**config.mk**
```make
export PLATFORM = sky130hd
export DESIGN_NAME = ezr_fold
export DESIGN_NICKNAME = d
export VERILOG_FILES = /design/src/rtl/ezr_pkg.sv /design/src/rtl/ezr_fold.sv
export SDC_FILE = /design/constraint.sdc
export NUM_CORES = 1
export LEC_CHECK = 0
export BUFFER_PORTS_ARGS = -buffer_cell sky130_fd_sc_hd__buf_2
export CAP_MARGIN = 20
export CORE_ASPECT_RATIO = 1.1
export CORE_MARGIN = 1
export CORE_UTILIZATION = 35
export DETAILED_ROUTE_END_ITERATION = 16
export PLACE_DENSITY = 0.55
export SLEW_MARGIN = 20
export SYNTH_ARGS = -nofsm -noshare
export SYNTH_HDL_FRONTEND = slang
export SYNTH_SLANG_ARGS = --single-unit
```
**constraint.sdc**
```tcl
create_clock -name i_clk -period 6.26 [get_ports i_clk]
set_input_delay 0.939 -clock i_clk [delete_from_list [all_inputs] [get_ports i_clk]]
set_output_delay 0.939 -clock i_clk [all_outputs]
set_load 0.02 [all_outputs]
```
**src/rtl/ezr_pkg.sv**
```systemverilog
// Shared constants, tables, types and arithmetic helpers of the Euler ZYX to rotation matrix unit.
package ezr_pkg;

    localparam int ANGLE_W         = 16;
    localparam int ANGLE_FRAC_BITS = 6;
    localparam int OUT_FRAC_BITS   = 14;
    localparam int OUT_W           = 16;
    localparam int N_AXES          = 3;
    localparam int N_ENTRIES       = 9;

    localparam int AX_X = 0;
    localparam int AX_Y = 1;
    localparam int AX_Z = 2;

    // Angle folding: the angle plus whole turns, divided into a 32-bit binary angle.
    localparam int     FULL_TURN = 360 << ANGLE_FRAC_BITS;
    localparam int     BIAS      = ((32768 + FULL_TURN - 1) / FULL_TURN) * FULL_TURN;
    localparam int     FOLD_W    = $clog2(32768 + BIAS);
    localparam int     DIV_D     = 45;
    localparam int     DIV_HALF  = 22;
    localparam int     REC_K     = FOLD_W + 7;
    localparam longint REC_M     = ((longint'(1) << REC_K) + DIV_D - 1) / DIV_D;
    localparam int     REC_M_W   = REC_K - 4;
    localparam int     QUOT_W    = FOLD_W - 5;
    localparam int     REM_W     = 6;
    localparam int     TURN_SH   = 29 - ANGLE_FRAC_BITS;
    localparam int     ZF_W      = 30;

    typedef logic [ZF_W-1:0] t_rem_tab [DIV_D];

    function automatic t_rem_tab f_rem_tab();
        t_rem_tab tab;
        for (int g = 0; g < DIV_D; g++) begin
            tab[g] = ZF_W'(((longint'(g) << TURN_SH) + DIV_HALF) / DIV_D);
        end
        return tab;
    endfunction

    localparam t_rem_tab REM_TAB = f_rem_tab();

    // CORDIC.
    localparam int CORDIC_ITERS = 32;
    localparam int XY_W         = 35;
    localparam int Z_W          = 32;
    localparam int SC_W         = 32;
    localparam logic signed [XY_W-1:0] CORDIC_K = XY_W'(64'd2608131496);

    localparam logic [30:0] ATAN_TURN [CORDIC_ITERS] = '{
        31'h20000000, 31'h12E4051E, 31'h09FB385B, 31'h051111D4, 31'h028B0D43, 31'h0145D7E1,
        31'h00A2F61E, 31'h00517C55, 31'h0028BE53, 31'h00145F2F, 31'h000A2F98, 31'h000517CC,
        31'h00028BE6, 31'h000145F3, 31'h0000A2FA, 31'h0000517D, 31'h000028BE, 31'h0000145F,
        31'h00000A30, 31'h00000518, 31'h0000028C, 31'h00000146, 31'h000000A3, 31'h00000051,
        31'h00000029, 31'h00000014, 31'h0000000A, 31'h00000005, 31'h00000003, 31'h00000001,
        31'h00000001, 31'h00000000
    };

    localparam logic [1:0] QUAD_0 = 2'd0;
    localparam logic [1:0] QUAD_1 = 2'd1;
    localparam logic [1:0] QUAD_2 = 2'd2;
    localparam logic [1:0] QUAD_3 = 2'd3;

    // Matrix products.
    localparam int     MQ_W    = 34;
    localparam int     PP_W    = MQ_W + SC_W;
    localparam int     SUM_W   = MQ_W + 1;
    localparam longint RND30   = longint'(1) << 29;
    localparam longint OUT_RND = (OUT_FRAC_BITS < 30) ?
                                 (longint'(1) << (29 - OUT_FRAC_BITS % 30)) : 0;
    localparam int     OUT_SH  = 30 - OUT_FRAC_BITS;
    localparam longint SAT_ONE = longint'(1) << OUT_FRAC_BITS;
    localparam longint SAT_HI  = (SAT_ONE > 32767) ? 32767 : SAT_ONE;
    localparam longint SAT_LO  = (-SAT_ONE < -32768) ? -32768 : -SAT_ONE;

    typedef struct packed {
        logic [N_AXES-1:0][1:0]      quad;
        logic [N_AXES-1:0][ZF_W-1:0] ang;
    } t_fold;

    typedef struct packed {
        logic [N_AXES-1:0][SC_W-1:0] s;
        logic [N_AXES-1:0][SC_W-1:0] c;
    } t_trig;

    function automatic logic signed [MQ_W-1:0] f_rnd(input logic signed [PP_W-1:0] p);
        logic signed [PP_W-1:0] t;
        t = p + PP_W'(RND30);
        return MQ_W'(t >>> 30);
    endfunction

    function automatic logic [OUT_W-1:0] f_to_out(input logic signed [SUM_W-1:0] v);
        logic signed [SUM_W:0] t;
        t = ((SUM_W+1)'(v) + (SUM_W+1)'(OUT_RND)) >>> OUT_SH;
        if (t > (SUM_W+1)'(SAT_HI)) begin
            return OUT_W'(SAT_HI);
        end else if (t < (SUM_W+1)'(SAT_LO)) begin
            return OUT_W'(SAT_LO);
        end
        return t[OUT_W-1:0];
    endfunction

endpackage

```
**src/rtl/ezr_fold.sv**
```systemverilog
// Four-stage fold of three angles into quadrant and first-quadrant binary angle.
module ezr_fold (
    input  logic                                                 i_clk,
    input  logic                                                 i_rst_n,
    input  logic                                                 i_valid,
    output logic                                                 o_ready,
    input  logic [ezr_pkg::N_AXES-1:0][ezr_pkg::ANGLE_W-1:0]     i_ang,
    output logic                                                 o_valid,
    input  logic                                                 i_ready,
    output ezr_pkg::t_fold                                       o_fold
);

    localparam int NST = 4;
    localparam int NA  = ezr_pkg::N_AXES;
    localparam int FW  = ezr_pkg::FOLD_W;
    localparam int PW  = ezr_pkg::FOLD_W + ezr_pkg::REC_M_W;

    logic [NST-1:0] r_v;
    logic [NST:0]   w_rdy;
    logic [NST-1:0] w_vin;
    logic [NST-1:0] w_ld;

    logic [FW-1:0]                    r_a0 [NA];
    logic [FW-1:0]                    r_a1 [NA];
    logic [PW-1:0]                    r_p  [NA];
    logic [ezr_pkg::QUOT_W-1:0]       r_h  [NA];
    logic [ezr_pkg::REM_W-1:0]        r_g  [NA];
    ezr_pkg::t_fold                   r_out;

    logic [FW:0]                      w_a   [NA];
    logic [ezr_pkg::QUOT_W-1:0]       w_h   [NA];
    logic [FW-1:0]                    w_rem [NA];
    logic [31:0]                      w_w   [NA];

    assign w_rdy[NST] = i_ready;
    assign w_vin[0]   = i_valid;

    for (genvar k = 0; k < NST; k++) begin : g_ctl
        assign w_rdy[k] = !r_v[k] || w_rdy[k+1];
        assign w_ld[k]  = w_rdy[k] && w_vin[k];
        if (k > 0) begin : g_vin
            assign w_vin[k] = r_v[k-1];
        end
    end

    always_ff @(posedge i_clk) begin
        if (!i_rst_n) begin
            r_v <= '0;
        end else begin
            for (int k = 0; k < NST; k++) begin
                if (w_rdy[k]) begin
                    r_v[k] <= w_vin[k];
                end
            end
        end
    end

    always_comb begin
        for (int l = 0; l < NA; l++) begin
            w_a[l]   = (FW+1)'($signed(i_ang[l])) + (FW+1)'(ezr_pkg::BIAS);
            w_h[l]   = r_p[l][ezr_pkg::REC_K +: ezr_pkg::QUOT_W];
            w_rem[l] = r_a1[l] - FW'(FW'(w_h[l]) * FW'(ezr_pkg::DIV_D));
            w_w[l]   = (32'(r_h[l]) << ezr_pkg::TURN_SH) + 32'(ezr_pkg::REM_TAB[r_g[l]]);
        end
    end

    always_ff @(posedge i_clk) begin
        for (int l = 0; l < NA; l++) begin
            if (w_ld[0]) begin
                r_a0[l] <= w_a[l][FW-1:0];
            end
            if (w_ld[1]) begin
                r_a1[l] <= r_a0[l];
                r_p[l]  <= PW'(r_a0[l]) * PW'(ezr_pkg::REC_M);
            end
            if (w_ld[2]) begin
                r_h[l] <= w_h[l];
                r_g[l] <= w_rem[l][ezr_pkg::REM_W-1:0];
            end
            if (w_ld[3]) begin
                r_out.quad[l] <= w_w[l][31:30];
                r_out.ang[l]  <= w_w[l][ezr_pkg::ZF_W-1:0];
            end
        end
    end

    assign o_ready = w_rdy[0];
    assign o_valid = r_v[NST-1];
    assign o_fold  = r_out;

endmodule

```
==> After elaboration in Yosys (flattened, before gate mapping) <==
Memories as Yosys holds them, arrays and structs flattened.
Cells that the tools add are included.
{ "totals": {"register_bits": 100, "ram_bits": 258, "rom_bits": 5760, "input_bits": 52, "output_inout_bits": 98, "wordCells": 63, "mem_count": 8} }
{ "classes": {"addsub": 9, "multipliers": 6, "order_cmp": 3, "muxes": 12, "n_bitwise": 3, "n_reduce_logical": 12} }
{ "mem_list": {"columns": ["name", "words", "word_bits", "rd", "rd_clocked_by_memory_dff", "write_ports", "line_no", "text"], "rows": [
  ["(name not given)", 64, 30, 1, 0, 0, "ezr_fold.sv:63", "w_w[l] = (32'(r_h[l]) << ezr_pkg::TURN_SH) + 32'(ezr_pkg::REM_TAB[r_g[l]]);"],
  ["(name not given)", 64, 30, 1, 0, 0, "ezr_fold.sv:63", null],
  ["(name not given)", 64, 30, 1, 0, 0, "ezr_fold.sv:63", null],
  ["r_p", 3, 34, 3, 0, 3, "ezr_fold.sv:25", "logic [PW-1:0] r_p [NA];"],
  ["r_a0", 3, 17, 3, 0, 3, "ezr_fold.sv:23", "logic [FW-1:0] r_a0 [NA];"],
  ["r_a1", 3, 17, 3, 0, 3, "ezr_fold.sv:24", "logic [FW-1:0] r_a1 [NA];"],
  ["2 more memories", null, null, null, null, null, null, null]
]} }
{ "op_table": {"columns": ["operator", "n"], "rows": [
  ["30-bit two-way mux", 6],
  ["17-bit by 17-bit multiplier with 34-bit output, second input constant", 3],
  ["32-bit by 30-bit adder with 32-bit output", 3],
  ["16-bit by 17-bit adder with 17-bit output, second input constant", 3],
  ["12-bit by 6-bit multiplier with 6-bit output, second input constant", 3],
  ["7-bit >= comparator, second input constant", 3],
  ["6-bit inverter with 7-bit output", 3],
  ["6-bit subtractor", 3],
  ["1-bit two-way mux", 6],
  ["1-bit logical AND", 4],
  ["1-bit logical NOT", 4],
  ["1-bit logical OR", 4]
]} }

==> Longest topological paths before layout <==
Gate-level depths: netlist (run 1).
{ "depth": {"word_depth": 8, "ltp_mapped": 20, "depth_no_buf": 20} }

==> Least setup slack after synthesis (run 1) <==
OpenSTA, ideal clock, no wires.
{ "synth_timing": {"path_kind": "register to register", "startpoint": "memory r_a0[0][24] (netlist bit)", "endpoint": "memory r_p[0][64] (netlist bit) (data pin)", "setup_ps": 263, "t_arrival_ps": 4932, "required_time_ps": 5997, "slack_ps": 1065, "stages_incl_launch_ff": 20, "n_path_buf": 0, "period_less_slack_ps": 5195, "path_cell_list": "edfxtp_1 -> ha_1 -> fa_1 -> inv_1 -> fa_1 -> fa_1 -> inv_1 -> fa_1 -> inv_1 -> fa_1 -> inv_1 -> ha_1 -> a21o_1 -> or3_1 -> a21oi_1 -> o31ai_1 -> nor2_1 -> o21ai_2 -> o41ai_2 -> xnor2_1"} }
{ "synth_rtl": {"columns": ["element", "line_no"], "rows": [
  ["from (decl)", "ezr_fold.sv:23"],
  ["to (decl)", "ezr_fold.sv:25"]
]} }

==> results of run 1 <==
critical path, stage by stage (launching register included):
cell      delay [ns]
edfxtp_1        0.52
ha_1            0.37
inv_1           0.12
fa_1            0.44
fa_1            0.50
inv_1           0.05
fa_1            0.48
inv_1           0.05
fa_1            0.44
fa_1            0.49
inv_1           0.04
ha_1            0.28
nand4_1         0.13
nor4_1          0.34
o221ai_1        0.27
a211oi_1        0.41
nor3_2          0.11
o21bai_2        0.18
a21oi_2         0.08
xnor2_1         0.12
flip-flops by register name (all words and copies together), names as in the netlist:
name    flops
r_v         4
r_h        27
o_fold     78
r_a1       15
r_g        18
r_a0       51
r_p        30
layout by cell type, fill, tap and decap left out, types with 3 or more instances in the layout:
cell type | synthesis | routed
edfxtp_1 | 219 | 219
bufinv_16 | 0 | 3
o2111ai_1 | 3 | 3
a31oi_1 | 16 | 15
and3_1 | 5 | 5
inv_1 | 603 | 603
a21boi_0 | 4 | 3
nand2b_1 | 11 | 11
and2_1 | 10 | 10
o22ai_1 | 8 | 8
xor2_1 | 24 | 24
nor3_1 | 12 | 12
o21bai_1 | 7 | 7
o21ai_0 | 76 | 76
nand4_1 | 8 | 8
o21a_1 | 9 | 9
o211ai_1 | 11 | 11
a21oi_1 | 106 | 106
o31ai_1 | 6 | 6
nor2b_1 | 9 | 7
a211o_1 | 4 | 4
clkinv_1 | 1 | 9
nor2_1 | 63 | 63
nor3b_1 | 6 | 6
mux2i_1 | 9 | 9
clkbuf_16 | 0 | 29
a21o_1 | 20 | 20
fa_1 | 267 | 267
buf_2 | 0 | 149
nand3_1 | 18 | 18
inv_6 | 0 | 5
nand2_1 | 80 | 80
dfxtp_1 | 4 | 4
ha_1 | 437 | 437
a211oi_1 | 17 | 17
buf_4 | 18 | 5
o221ai_1 | 4 | 4
xnor2_1 | 74 | 74
mux2_2 | 9 | 9
per-stage QoR:
| step | worst slack (ns) | util | cell area [sq um] | hold slack, ns |
|---|---|---|---|---|
| finish | 0.573 | 0.395 | 26800 | 0.410 |
| global placement | 0.732 | 0.380 | 25800 | 0.403 |
| floorplan | 1.06 | - | 24100 | 0.400 |
| CTS | 0.550 | 0.394 | 26700 | 0.412 |
| global route | 0.208 | 0.395 | 26800 | 0.419 |
| detailed placement | 0.565 | 0.380 | 25800 | 0.405 |
logic make-up (layout without fill, tap and decap cells):
family,after synthesis,in the layout,synth area share
xor gates and xnor gates,98,98,0.0357
DFF,223,223,0.277
muxes,20,20,0.00982
AOI/OAI and AO/OA,309,309,0.0787
and+or+nand+nor,233,233,0.0448
adders and majority gates,704,704,0.449
buffers and inverters,657,815,0.105
routing by layer:
layer,vias up,GRT usage
li1,7537,-
met2,292,0.279
met3,75,0.0189
met5,-,0
met1,7560,0.196
met4,0,0.0395
final cells by class:
cell class	instances	area share
clock buffers	30	0.0272
clock inverters	22	0.00794
inverters	605	0.0847
multi-input cells	1364	0.557
flip-flops and latches	223	0.248
well taps	918	0.0429
repair buffers	158	0.0321
how the worst min path moves through the flow:
| stage | slack (ns) | to | depth (start not counted) | start |
|---|---|---|---|---|
| 2_1_floorplan | 0.40 | o_fold[23] | 0 | r_h[0][0] |
| 3_3_place_gp | 0.40 | o_fold[24] | 0 | r_h[0][1] |
| 3_5_place_dp | 0.40 | o_fold[28] | 0 | r_h[0][5] |
| 4_1_cts | 0.41 | o_fold[86] | 0 | r_h[0][27] |
| 5_1_grt | 0.42 | o_fold[86] | 0 | r_h[0][27] |
| 6_report | 0.41 | o_fold[86] | 0 | r_h[0][27] |
==> metrics.txt, run 1 <==
GRT overflow=0; share of the yosys chip area belonging to registers=0.277; TritonCTS buffer count=28; setup tns final=0 ns; status=complete, no violations; top sig layer=met4; most area-hungry cell type in the Yosys netlist=edfxtp_1; synth top area cells=edfxtp_1, ha_1, fa_1, inv_1, xnor2_1; Metal-1 WL=23000 um; vias in the first global route=16700; Mean Syn Cell Area=10.7 sq um; DIE AREA=69800 sq um; Syn-to-layout area delta=11.3%; Worst slew margin=0.358; Worst-Margin Slew=0.962 ns; clock sinks=223; Synth top area share=0.273; Hold Crit Class=flop to flop; share of post-route cells with drive strength above 1=0.0945; timing startpoint of the critical path=r_a0[0][39]; Worst setup EP type=flop; Max Cap Viol=0; Cell Area, Synth=24100 sq um; count of final setup violators=0; Buffers on Ports=149; clk_skew=0.0216 ns; Clk Latency, worst-skew pair=0.58 ns; Setup CP Type=flop to flop; part of the cycle the worst path needs=0.909; Reg clk slew, reported paths=0.07 ns; DRC=0; largest net degree at the start of global routing=52; startpoint types=flop; clock tree from TritonCTS=built; multi-input logic area=14900 sq um; Ports=150; placed cells=3265; first-pass GRT wire length=86900 um; count of different cell masters after synthesis=63; Routability Congestion=0.906; routed wl met2=26100 um; Die Ht=277 um; Post-CTS Hold Buffers=0; Worst R2R End=r_p[0][98]; FF/Latch Area=6660 sq um; Final HPWL DP=43600 um; R2R Path Start=r_a0[0][39]; via count=15500; initial core utilization=0.355; Core ar.=67800 sq um; Final Non-Filler Cells=3320; Setup crit end=r_p[0][98]; width of the die=252 um; Post-Route WL=52300 um; Final Critical Period=5.69 ns; H-tree Lvls=1; flop2flop setup slack=0.57 ns; ys flop type=edfxtp_1; Post-synth ARST share=0; CP Data Arrival Time=6.02 ns; Total GRT Usage=0.156; DRT iter0 DRCs=547; wire per inst=15.7 um; YS warnings=0; row count=100; post-cts repair resize count=0; metal3 WL=1970 um; CP required=6.59 ns; Via density=4.66; setup bufs post-CTS=0; Post-Syn Instances=2244; peak fanout along the critical path=6; diode count=0; f_max=0.176 GHz; Seq cells post-synth=223; Fillers=6631; layout net count=3136; Post-Syn Nets=3000; CTS max path bufs=3; CTS root buf=clkbuf_16; RSZ-0062 raised after global routing=no; Post-synth EDFFs=219; Final Hold Fails=0; Pre-antenna DRT Iters=6; post-route ant nets=0; count leader, synth=inv_1; Slew Viols, Final=0; initial antenna violation count=2; worst r2r path cells=19; Synth top cells by count=inv_1, ha_1, fa_1
Power of run 1 is left out: the tool's default activity adds up to more than one toggle a clock period on the data nets, which glitch-free logic cannot reach.
==> run 2: changes to the inputs <==
Settings changed: CORE_UTILIZATION 35 to 63, PLACE_DENSITY 0.55 to 0.86, TNS_END_PERCENT from default to 100.
==> metrics.txt, run 2 (synthesis results as in run 1) <==
worst-path cell chain=ha_1, inv_1, fa_1, fa_1, inv_1, fa_1, inv_1, fa_1, fa_1, inv_1, ha_1, nand4_1, nor4_1, o221ai_1, a211oi_1, nor3_2, o21bai_2, a21oi_2, xnor2_1 (unchanged); Slowest-stage cell, CP=edfxtp_1 (unchanged); Worst-Margin Slew=1.15 ns (was 0.962 ns); Hold Path Depth=0 (unchanged); Final HPWL DP=42100 um (was 43600 um); Pre-antenna DRT Iters=7 (was 6); post-cts repair resize count=0 (unchanged); placed cells=2840 (was 3265); Setup CP Type=flop to flop (unchanged); setup bufs post-CTS=0 (unchanged); most frequent cells in the layout=inv_1, ha_1, fa_1, edfxtp_1, buf_2 (unchanged); CTS max path bufs=3 (unchanged); Fillers=2694 (was 6631); CP required=6.55 ns (was 6.59 ns); Max Cap Viol=0 (unchanged); Worst slew margin=0.231 (was 0.358); Worst R2R End=r_p[0][98] (unchanged); f_max=0.173 GHz (was 0.176 GHz); max FFs per register=78 (unchanged); share of post-route cells with drive strength above 1=0.0907 (was 0.0945); Clk Latency, worst-skew pair=0.56 ns (was 0.58 ns); Slew Viols, Final=0 (unchanged); Final Hold Fails=0 (unchanged); TritonCTS buffer count=25 (was 28); Syn-to-layout area delta=8.28% (was 11.3%); post-route ant nets=0 (unchanged); Critical Path Most Common Cell=fa_1 (unchanged); startpoint types=flop (unchanged); largest net degree at the start of global routing=46 (was 52); R2R Path Start=r_a0[0][41] (was r_a0[0][39]); Final Critical Period=5.79 ns (was 5.69 ns); GRT overflow=0 (unchanged); Worst setup EP type=flop (unchanged); Buffers on Ports=149 (unchanged); peak fanout along the critical path=5 (was 6); clk_skew=0.0196 ns (was 0.0216 ns); initial core utilization=0.644 (was 0.355); HP Start=r_h[0][26] (was r_h[0][27]); worst r2r path cells=19 (unchanged); Core ar.=37400 sq um (was 67800 sq um); multi-input logic area=14900 sq um (unchanged); RSZ-0062 raised after global routing=no (unchanged); Die Ht=207 um (was 277 um); wire per inst=17.8 um (was 15.7 um); clock tree from TritonCTS=built (unchanged); H-tree Lvls=1 (unchanged); Total GRT Usage=0.276 (was 0.156); Routability Congestion=0.953 (was 0.906); Post-CTS Hold Buffers=0 (unchanged); Final Non-Filler Cells=2888 (was 3320); Reg clk slew, reported paths=0.07 ns (about the same); FF/Latch Area=6660 sq um (unchanged); DRT iter0 DRCs=757 (was 547); part of the cycle the worst path needs=0.925 (was 0.909); DIE AREA=39000 sq um (was 69800 sq um); Post-Route WL=51400 um (was 52300 um); flop2flop setup slack=0.47 ns (was 0.57 ns); row count=74 (was 100); width of the die=188 um (was 252 um); commonest non-fill, non-tap cell in the layout=inv_1 (unchanged); via count=15900 (was 15500); first-pass GRT wire length=85400 um (was 86900 um); hold endpoint=o_fold[85] (was o_fold[86]); count of final setup violators=0 (unchanged); initial antenna violation count=1 (was 2); CP Data Arrival Time=6.09 ns (was 6.02 ns); layout net count=3131 (was 3136); CTS root buf=clkbuf_16 (unchanged); vias in the first global route=17300 (was 16700); Via density=5.52 (was 4.66); Ports=150 (unchanged); Hold Crit Class=flop to flop (unchanged); clock sinks=223 (unchanged); CP peak stage delay=0.53 ns (was 0.52 ns); setup tns final=0 ns (unchanged); DRC=0 (unchanged); status=complete, no violations (unchanged)
[run 2: stage by stage]
stage | hold slack, ns | setup WS, ns | util | instance area [sq um]
global placement | 0.400 | 0.767 | 0.675 | 25300
finish | 0.411 | 0.467 | 0.697 | 26100
floorplan | 0.400 | 1.06 | - | 24100
global route | 0.421 | 0.195 | 0.697 | 26100
CTS | 0.419 | 0.495 | 0.696 | 26000
detailed placement | 0.405 | 0.535 | 0.675 | 25300
[run 2: final cells by class]
cell class / instances / share of cell area
clock inverter: 16 / 0.00523
sequential: 223 / 0.255
clock buffer: 29 / 0.0246
tap: 494 / 0.0237
multi-input combinational: 1364 / 0.572
timing repair buffer: 156 / 0.0314
antenna: 1 / 0.0000960
inverter: 605 / 0.0871
[run 2: worst max path at each step]
stage,start,endpoint,slack [ns]
after CTS,r_a0[0][41],r_p[0][98],0.50
after global routing,r_a0[0][41],r_p[0][98],0.19
final,r_a0[0][41],r_p[0][98],0.47
after global placement,r_a0[0][38],r_p[0][98],0.77
after floorplan,r_a0[0][24],r_p[0][64],1.06
after detailed placement,r_a0[0][41],r_p[0][98],0.54
[run 2: worst max-delay path, delay by kind of cell (launching register included)]
family | cells | cell delay, ns
adders and majority gates | 7 | 3.01
AOI/OAI and AO/OA | 4 | 0.97
and+or+nand+nor | 3 | 0.61
DFF | 1 | 0.53
buffers and inverters | 4 | 0.28
xor gates and xnor gates | 1 | 0.13
[run 2: routing by layer]
metal  track usage  vias up  wire length [um]
met1         0.341     7786             20700
met2         0.494      508             26000
li1              -     7520                 -
met3        0.0373      121              2840
met4        0.0990        0              1840
met5             0        -                 0
Power of run 2 is left out for the same reason.
